--- src/hdl/afb_pkg.sv ---
// Constants, stage types and the CRC-16/MODBUS byte step for the frame builder.
package afb_pkg;

    localparam logic [7:0] SYNC_BYTE = 8'h66;
    localparam logic [7:0] LEN_SHORT = 8'd11;
    localparam logic [7:0] LEN_LONG  = 8'd17;
    localparam logic [7:0] TAIL_A    = 8'h11;
    localparam logic [7:0] TAIL_B    = 8'h22;
    localparam logic [7:0] PAD_BYTE  = 8'h00;

    localparam logic signed [7:0] QUAT_SCALE = 8'sd100;
    localparam int QUAT_W   = 16;
    localparam int QUAT_FRAC = 14;
    localparam int QP_W     = 23;
    localparam int EULER_W  = 25;
    localparam int EULER_FRAC = 16;
    localparam int DEG_W    = EULER_W - EULER_FRAC;
    localparam logic [QP_W:0] QUAT_BIAS = (QP_W + 1)'((1 << QUAT_FRAC) - 1);

    localparam logic [15:0] CRC_INIT = 16'hFFFF;
    localparam logic [15:0] CRC_POLY = 16'hA001;

    localparam int FRAME_MAX   = 19;
    localparam int FRAME_SHORT = 13;
    localparam int CNT_W       = $clog2(FRAME_MAX + 1);

    typedef logic [0:0] cfg_index_t;
    localparam cfg_index_t CFG_DEVICE_ADDRESS = 1'b0;
    localparam cfg_index_t CFG_LONG_FRAME     = 1'b1;

    // First stage: scaled quaternion products and whole-degree angles.
    typedef struct packed {
        logic [3:0][QP_W-1:0] qp;
        logic [2:0][15:0]     ang;
        logic [1:0]           acc;
        logic                 rev;
    } s1_t;

    // Later stages: quaternion bytes and the running CRC.
    typedef struct packed {
        logic [3:0][7:0]  qb;
        logic [2:0][15:0] ang;
        logic [1:0]       acc;
        logic             rev;
        logic [15:0]      crc;
    } sq_t;

    typedef logic [FRAME_MAX-1:0][7:0] frame_t;

    function automatic logic [15:0] crc_update(input logic [15:0] crc_in,
                                               input logic [7:0] data);
        logic [15:0] c;
        c = crc_in ^ {8'h00, data};
        for (int b = 0; b < 8; b++) begin
            c = c[0] ? ((c >> 1) ^ CRC_POLY) : (c >> 1);
        end
        return c;
    endfunction

endpackage

--- src/hdl/attitude_frame_builder_crc16.sv ---
// A sample passes through the stage 1, 2 and 3 registers into the output shift register.
// The shift register sends one byte per cycle while out_ready is high; a frame is 13
// bytes (short frame) or 19 bytes (long frame).
// The three compute stages and the shift register overlap, so frames leave gap-free.
// Reset clears all stage valid bits and the byte count, and sets address 1, short frame.
module attitude_frame_builder_crc16
    import afb_pkg::*;
(
    input  logic                       clk,
    input  logic                       rst_n,
    input  logic                       cfg_we,
    input  cfg_index_t                 cfg_index,
    input  logic [7:0]                 cfg_data,
    input  logic                       in_valid,
    output logic                       in_ready,
    input  logic signed [QUAT_W-1:0]   quat_w,
    input  logic signed [QUAT_W-1:0]   quat_x,
    input  logic signed [QUAT_W-1:0]   quat_y,
    input  logic signed [QUAT_W-1:0]   quat_z,
    input  logic signed [EULER_W-1:0]  euler_a,
    input  logic signed [EULER_W-1:0]  euler_b,
    input  logic signed [EULER_W-1:0]  euler_c,
    input  logic [1:0]                 fusion_accuracy,
    input  logic                       reverse_flag,
    output logic                       out_valid,
    input  logic                       out_ready,
    output logic [7:0]                 frame_byte,
    output logic                       last_byte
);

    logic [7:0]       device_address_reg;
    logic             long_frame_reg;

    logic             s1_valid_reg;
    logic             s2_valid_reg;
    logic             s3_valid_reg;
    s1_t              s1_reg;
    s1_t              s1_next;
    sq_t              s2_reg;
    sq_t              s2_next;
    sq_t              s3_reg;
    sq_t              s3_next;

    frame_t           sh_reg;
    frame_t           sh_next;
    frame_t           load_frame;
    logic [CNT_W-1:0] cnt_reg;
    logic [CNT_W-1:0] cnt_next;
    logic [CNT_W-1:0] load_cnt;

    logic             ser_free;
    logic             s3_open;
    logic             s2_open;
    logic             s1_open;
    logic             s3_adv;
    logic             out_fire;
    logic [7:0]       len_byte;

    logic [3:0][QUAT_W-1:0]  quat_in;
    logic [2:0][EULER_W-1:0] euler_in;

    // Configuration registers.
    always_ff @(posedge clk or negedge rst_n)
    begin
        if (!rst_n)
        begin
            device_address_reg <= 8'd1;
            long_frame_reg     <= 1'b0;
        end
        else if (cfg_we)
        begin
            unique case (cfg_index)
                CFG_DEVICE_ADDRESS: device_address_reg <= cfg_data;
                CFG_LONG_FRAME:     long_frame_reg     <= cfg_data[0];
                default:            ;
            endcase
        end
    end

    assign len_byte = long_frame_reg ? LEN_LONG : LEN_SHORT;

    // Stall chain: a stage takes a new word when it is empty or its word moves on.
    assign out_valid  = (cnt_reg != '0);
    assign out_fire   = out_valid && out_ready;
    assign frame_byte = sh_reg[0];
    assign last_byte  = (cnt_reg == CNT_W'(1));
    assign ser_free   = (cnt_reg == '0) || ((cnt_reg == CNT_W'(1)) && out_ready);
    assign s3_open    = !s3_valid_reg || ser_free;
    assign s3_adv     = s3_valid_reg && ser_free;
    assign s2_open    = !s2_valid_reg || s3_open;
    assign s1_open    = !s1_valid_reg || s2_open;
    assign in_ready   = s1_open;

    // Stage 1: quaternion times 100 and angles truncated toward zero.
    always_comb
    begin
        logic [DEG_W-1:0] deg;
        quat_in  = {quat_z, quat_y, quat_x, quat_w};
        euler_in = {euler_c, euler_b, euler_a};
        s1_next.acc = fusion_accuracy;
        s1_next.rev = reverse_flag;
        for (int i = 0; i < 4; i++)
        begin
            s1_next.qp[i] = QP_W'($signed({{(QP_W - QUAT_W){quat_in[i][QUAT_W-1]}},
                                            quat_in[i]}) * QUAT_SCALE);
        end
        for (int i = 0; i < 3; i++)
        begin
            // Floor shift, then one up for a negative value with a fraction.
            deg = euler_in[i][EULER_W-1:EULER_FRAC]
                + DEG_W'(euler_in[i][EULER_W-1] && (euler_in[i][EULER_FRAC-1:0] != '0));
            s1_next.ang[i] = {{(16 - DEG_W){deg[DEG_W-1]}}, deg};
        end
    end

    // Stage 2: divide by 16384 toward zero, CRC over the three header bytes.
    always_comb
    begin
        logic [QP_W:0] sum;
        s2_next.ang = s1_reg.ang;
        s2_next.acc = s1_reg.acc;
        s2_next.rev = s1_reg.rev;
        for (int i = 0; i < 4; i++)
        begin
            sum = {s1_reg.qp[i][QP_W-1], s1_reg.qp[i]}
                + (s1_reg.qp[i][QP_W-1] ? QUAT_BIAS : '0);
            s2_next.qb[i] = sum[QUAT_FRAC+7:QUAT_FRAC];
        end
        s2_next.crc = crc_update(crc_update(crc_update(CRC_INIT, SYNC_BYTE),
                                            device_address_reg), len_byte);
    end

    // Stage 3: CRC over the quaternion bytes and the accuracy byte.
    always_comb
    begin
        logic [15:0] c;
        s3_next = s2_reg;
        c = s2_reg.crc;
        for (int i = 0; i < 4; i++)
        begin
            c = crc_update(c, s2_reg.qb[i]);
        end
        s3_next.crc = crc_update(c, {6'b0, s2_reg.acc});
    end

    // Frame assembly: the rest of the CRC and the fixed trailer.
    always_comb
    begin
        logic [15:0] c;
        load_frame    = '0;
        load_frame[0] = SYNC_BYTE;
        load_frame[1] = device_address_reg;
        load_frame[2] = len_byte;
        for (int i = 0; i < 4; i++)
        begin
            load_frame[3 + i] = s3_reg.qb[i];
        end
        load_frame[7] = {6'b0, s3_reg.acc};
        c = s3_reg.crc;
        if (long_frame_reg)
        begin
            for (int i = 0; i < 3; i++)
            begin
                load_frame[8 + 2 * i] = s3_reg.ang[i][7:0];
                load_frame[9 + 2 * i] = s3_reg.ang[i][15:8];
                c = crc_update(c, s3_reg.ang[i][7:0]);
                c = crc_update(c, s3_reg.ang[i][15:8]);
            end
            load_frame[14] = {7'b0, s3_reg.rev};
            c = crc_update(c, {7'b0, s3_reg.rev});
            load_frame[15] = c[15:8];
            load_frame[16] = c[7:0];
            load_frame[17] = TAIL_A;
            load_frame[18] = TAIL_B;
            load_cnt       = CNT_W'(FRAME_MAX);
        end
        else
        begin
            load_frame[8]  = PAD_BYTE;
            c = crc_update(c, PAD_BYTE);
            load_frame[9]  = c[15:8];
            load_frame[10] = c[7:0];
            load_frame[11] = TAIL_A;
            load_frame[12] = TAIL_B;
            load_cnt       = CNT_W'(FRAME_SHORT);
        end
    end

    // Output shift register: byte 0 is on the port, one byte moves per word taken.
    always_comb
    begin
        sh_next  = sh_reg;
        cnt_next = cnt_reg;
        if (s3_adv)
        begin
            sh_next  = load_frame;
            cnt_next = load_cnt;
        end
        else if (out_fire)
        begin
            for (int i = 0; i < FRAME_MAX - 1; i++)
            begin
                sh_next[i] = sh_reg[i + 1];
            end
            sh_next[FRAME_MAX-1] = PAD_BYTE;
            cnt_next = cnt_reg - CNT_W'(1);
        end
    end

    always_ff @(posedge clk or negedge rst_n)
    begin
        if (!rst_n)
        begin
            s1_valid_reg <= 1'b0;
            s2_valid_reg <= 1'b0;
            s3_valid_reg <= 1'b0;
            cnt_reg      <= '0;
        end
        else
        begin
            if (s1_open)
            begin
                s1_valid_reg <= in_valid;
            end
            if (s2_open)
            begin
                s2_valid_reg <= s1_valid_reg;
            end
            if (s3_open)
            begin
                s3_valid_reg <= s2_valid_reg;
            end
            cnt_reg <= cnt_next;
        end
    end

    always_ff @(posedge clk)
    begin
        if (s1_open)
        begin
            s1_reg <= s1_next;
        end
        if (s2_open)
        begin
            s2_reg <= s2_next;
        end
        if (s3_open)
        begin
            s3_reg <= s3_next;
        end
        sh_reg <= sh_next;
    end

endmodule

--- config.mk ---
export PLATFORM = sky130hd
export DESIGN_NAME = attitude_frame_builder_crc16
export DESIGN_NICKNAME = d
export VERILOG_FILES = /design/src/hdl/afb_pkg.sv /design/src/hdl/attitude_frame_builder_crc16.sv
export SDC_FILE = /design/constraint.sdc
export NUM_CORES = 1
export LEC_CHECK = 0
export BUFFER_PORTS_ARGS = -buffer_cell sky130_fd_sc_hd__buf_2
export CAP_MARGIN = 10
export CORE_ASPECT_RATIO = 1.25
export CORE_UTILIZATION = 49
export CTS_BUF_LIST = sky130_fd_sc_hd__clkbuf_4 sky130_fd_sc_hd__clkbuf_8
export CTS_CLUSTER_SIZE = 28
export DETAILED_ROUTE_END_ITERATION = 7
export GPL_ROUTABILITY_DRIVEN = 0
export PLACE_DENSITY = 0.7
export SYNTH_ARGS = -nofsm -noshare
export SYNTH_HDL_FRONTEND = slang
export SYNTH_SLANG_ARGS = --single-unit
--- constraint.sdc ---
create_clock -name clk -period 13.7 [get_ports clk]
set_input_delay 1.37 -clock clk [delete_from_list [all_inputs] [get_ports clk]]
set_output_delay 1.37 -clock clk [all_outputs]
set_load 0.005 [all_outputs]
### Word level (Yosys, flattened, before mapping)

Index checks and enable logic that the tools add are counted.

| word-level totals | value |
|---|---|
| output and inout port bits | 11 |
| input port bits | 156 |
| bits in registers | 439 |
| word-level logic and storage cells | 358 |

| operators by class | value |
|---|---|
| reduce and logical (&&, ||, !) cells | 21 |
| $add $sub $neg | 8 |
| multiplexer cells | 132 |
| multiply operators | 4 |
| equal/unequal tests | 1 |
| bitwise gates (word level) | 135 |

Operators with widths:

| kind | count |
|---|---|
| 16-bit two-way mux | 118 |
| 2-bit inverter with 3-bit output | 120 |
| 152-bit two-way mux | 2 |
| 16-bit by 8-bit bitwise XOR with 16-bit output | 10 |
| 22-bit by 15-bit adder with 22-bit output | 4 |
| 16-bit by 6-bit multiplier with 21-bit output (second input constant) | 4 |
| 14-bit two-way mux | 6 |
| 16-bit nonzero test | 3 |
| 46-bit two-way mux | 1 |
| 40-bit two-way mux | 1 |
| 9-bit by 1-bit adder with 9-bit output | 3 |
| 5-bit two-way mux | 4 |
| 16-bit by 1-bit bitwise XOR with 16-bit output | 1 |
| 16-bit by 2-bit bitwise XOR with 16-bit output | 1 |
| 16-bit by 5-bit bitwise XOR with 16-bit output | 1 |
| 6-bit inverter with 10-bit output | 1 |
| 1-bit logical AND | 6 |
| 5-bit by 1-bit == test with 1-bit output (second input constant) | 1 |
| 5-bit logical NOT | 1 |
| 5-bit nonzero test | 1 |
| 5-bit by 1-bit subtractor with 5-bit output (second input constant) | 1 |
| 1-bit logical OR | 4 |
| 2-bit AND reduction | 2 |
| 1-bit logical NOT | 3 |
| other kinds (2) | 2 |

### Logic depth before layout (Yosys ltp)

| logic depth | value |
|---|---|
| depth in word-level cells | 121 |
| gate-level depth with buffers | 15 |

### Worst setup path after synthesis

No wires, ideal clock.

| path | value |
|---|---|
| kind | input -> output |
| start point | in out_ready |
| end point | out in_ready |
| required time | 12.330 ns |
| stages | 4 |
| path slack | 7.968 ns |
| data arrival time | 4.362 ns |
| path through | a21oi_1 > nor4_1 > nor2b_1 > nand3_1 |

| on the way | value |
|---|---|
| longest elaborated chain between the ends | 5 |

Ends and longest elaborated chain:

| what | RTL line | RTL |
|---|---|---|
| start: declaration | attitude_frame_builder_crc16.sv:26 | `input logic out_ready,` |
| 1-bit logical AND | attitude_frame_builder_crc16.sv:87 | `assign ser_free = (cnt_reg == '0) \|\| ((cnt_reg == CNT_W'(1)) && out_ready);` |
| 1-bit logical OR | attitude_frame_builder_crc16.sv:87 |  |
| 1-bit logical OR | attitude_frame_builder_crc16.sv:88 | `assign s3_open = !s3_valid_reg \|\| ser_free;` |
| 1-bit logical OR | attitude_frame_builder_crc16.sv:90 | `assign s2_open = !s2_valid_reg \|\| s3_open;` |
| 1-bit logical OR | attitude_frame_builder_crc16.sv:91 | `assign s1_open = !s1_valid_reg \|\| s2_open;` |
| end: declaration | attitude_frame_builder_crc16.sv:15 | `output logic in_ready,` |

Every way passes these cells.

==> metrics.txt <==
Synth Area in Compound Gates=0.06496; WL final=47530 um; Post-DP HPWL=34830 um; maxcap violations=0; Yosys cell types=63; most used cell, CP=ha_1; Area growth syn-to-layout=12.24%; flops & latches, synth=425; first-pass GRT wire length=77310 um; WHS=0.4057 ns; setup bufs post-CTS=0; DR vias=15310; Seq/Total Area, Yosys=0.5078; top cell type's share of synthesized area=0.4791; Tot GR Track Use=0.1893; Crit path max-delay family=adder cells; CTS Buf Count=71; status=completed; vias per inst=5.139; filler cell count=4141; synth warn=0; worst slew pin tran=1.069 ns; RSZ-0062 raised after global routing=false; worst setup path endpoint=s1_reg[118]; EDFF count, synth=394; CP Class=in2reg; top post-synthesis cells by count=394 x edfxtp_1, 281 x inv_1, 244 x ha_1; simple-gate area share of the yosys netlist=0.08457; Sink Count=425; Layout Nets=2725; Mapped Avg Cell Area=11.93 um2; DRC=0; top_reg_cell synth=edfxtp_1; Largest register FFs=131; clock slew at reported path FFs=0.06 ns; most common cell in the netlist=edfxtp_1; Peak VDD IR=0.1639 mV; Slew Limit Headroom=0.2876; Tightest Hold Check Type=reg2reg; reg-to-reg setup timing slack=9.64 ns; Clock Latency Late Sink=0.64 ns; number of setup violations in the final report=0; post-synthesis mux area share=0.008056; IO Port Bufs=166; post-synthesis cell count=2070; post-route ant nets=0; Die Width=202.8 um; delay of the slowest critical-path stage=0.47 ns; CTS tree=yes; Finished Layout Cells=2979; share of cells above drive strength 1=0.1393; WL/cell=15.95 um; Period minus WS final=4.529 ns; Post-Synth Adder-Cell Area=0.1690; multi-input gate area in the final layout=10920 um2; antenna violations before repair=5; FFs w/ async S/R, synth=0.04000; PwrDens=191.5 nW/um2; Reg area=12540 um2; DR pass1 iterations=7; # hold bufs at CTS=0; die height=253.0 um; setup TNS=0 ns; Clock Tree Root=clkbuf_8; terminus of the critical flop-to-flop path=sh_reg[22]; Final Max Tran Viols=0; DRT iter0 DRCs=793; clock tree buffer depth=3; largest net degree at the start of global routing=83; P_leak=12.10 nW; xor/xnor share of the synthesized area=0.1143; startpoint type of the worst setup path=input port; largest cells by area after synthesis=edfxtp_1 48%, ha_1 12%, xnor2_1 8.0%; CTS resizes=0; num ports=167; Worst path depth=16; Final Hold Fails=0; Syn Nets=2526; Crit. Startpoint=quat_y[1]; final worst-path cycle share=0.3306; Data arrival, critical path=4.85 ns; worst path cell trace=buf_2 > ha_1 > inv_1 > fa_1 > inv_1 > ha_1 > ha_1 > fa_1 > a21o_1 > a21oi_1 > o21bai_1 > a21oi_1 > o21bai_1 > a211oi_1 > or3_1 > o311ai_0; Placed Cells=2847; buffer and inverter count on the worst path=3; critical-path maximum fanout=3; slowest CP cell=fa_1; Core Region=49530 um2; CTS H-tree depth=3; clock skew=0.03803 ns; Reg2Reg Depth=10; Worst Hold Depth=0; CP endpoint kind=flop; main combinational cell family by area after synthesis=adder cells; die area=51300 um2; reg2reg start=cnt_reg[0]; cell taking the most area after synthesis=edfxtp_1; grt ovf=0; Mapped Area=24690 um2; worst path required time=14.02 ns; vias in the first global route=15800; Peak Freq=220.8 MHz; initial cell density of the core=0.4986; # rows=91
## report_power, final
group          switching (mW)  internal (mW)
combinational            1.12          0.933
clock                   0.518          0.652
sequential              0.162           1.92
total                    1.80           3.51
## worst min path at each step
stage	start	endpoint	slack [ns]
after floorplan	s1_reg[0]	s2_reg[16]	0.40
after global routing	s1_reg[2]	s2_reg[18]	0.41
final	s2_reg[20]	s3_reg[20]	0.41
after global placement	s2_reg[39]	s3_reg[39]	0.40
after CTS	s1_reg[2]	s2_reg[18]	0.41
after detailed placement	s1_reg[0]	s2_reg[16]	0.40
## cell families after synthesis
kind of cell	count (synthesis)
compound gates	239
xor+xnor	309
fa+ha+maj	300
buf+inv	330
flops	425
mux	19
simple gates	448
## worst reg2reg max path, stage by stage, from the launching register on
cell	delay, ns
dfrtp_1	0.37
inv_1	0.08
ha_1	0.23
nor2b_1	0.16
and2_1	0.18
inv_1	0.08
and2_2	0.14
buf_4	0.64
a21oi_1	0.30
inv_4	0.50
buf_4	0.92
## layout by cell type, fill, tap and decap left out, drive strengths merged, types with 6 or more instances in the layout
master    n
and3     27
clkinv   29
nand4    12
nand2   213
or2       6
buf     175
o21bai   14
a41oi     6
fa       56
clkbuf   91
and2     14
nor2     30
ha      244
a211oi   14
edfxtp  394
nor4     16
a21o     26
dfrtp    16
xnor3     6
a211o     8
inv     285
xor2     76
nor2b    12
a21oi    62
mux2      7
mux2i    12
nand3    86
a22o     16
xnor2   227
nor3     12
dfxtp    14
o21ai    46
o311ai    6
## metrics by stage
step | utilization | cell area (um2) | total power [mW] | worst slack [ns]
after floorplan | - | 24690 | 3.713 | 7.968
after global placement | 0.5296 | 26230 | 4.118 | 8.674
after detailed placement | 0.5296 | 26230 | 4.175 | 8.633
after CTS | 0.5595 | 27710 | 5.372 | 9.294
after global routing | 0.5596 | 27720 | 5.651 | 8.902
final | 0.5596 | 27720 | 5.309 | 9.171
## per-layer routing
metal / GRT usage / vias up / part of all wire / wire length [um]
li1: - / 7590 / - / -
met1: 0.2350 / 7320 / 0.43 / 20420
met2: 0.3331 / 322 / 0.50 / 23980
met3: 0.02999 / 73 / 0.046 / 2166
met4: 0.06617 / 4 / 0.020 / 947
met5: 0 / - / 0.00046 / 22
## area by class of cell
type	count	share of cell area
Antenna cell	2	0.0001806
Clock buffer	91	0.04158
Clock inverter	39	0.01174
Inverter	281	0.03815
Multi-Input combinational cell	1315	0.3942
Sequential cell	425	0.4524
Tap cell	651	0.02939
Timing Repair Buffer	175	0.03241
No activity file was read; power rests on OpenSTA's default activity.
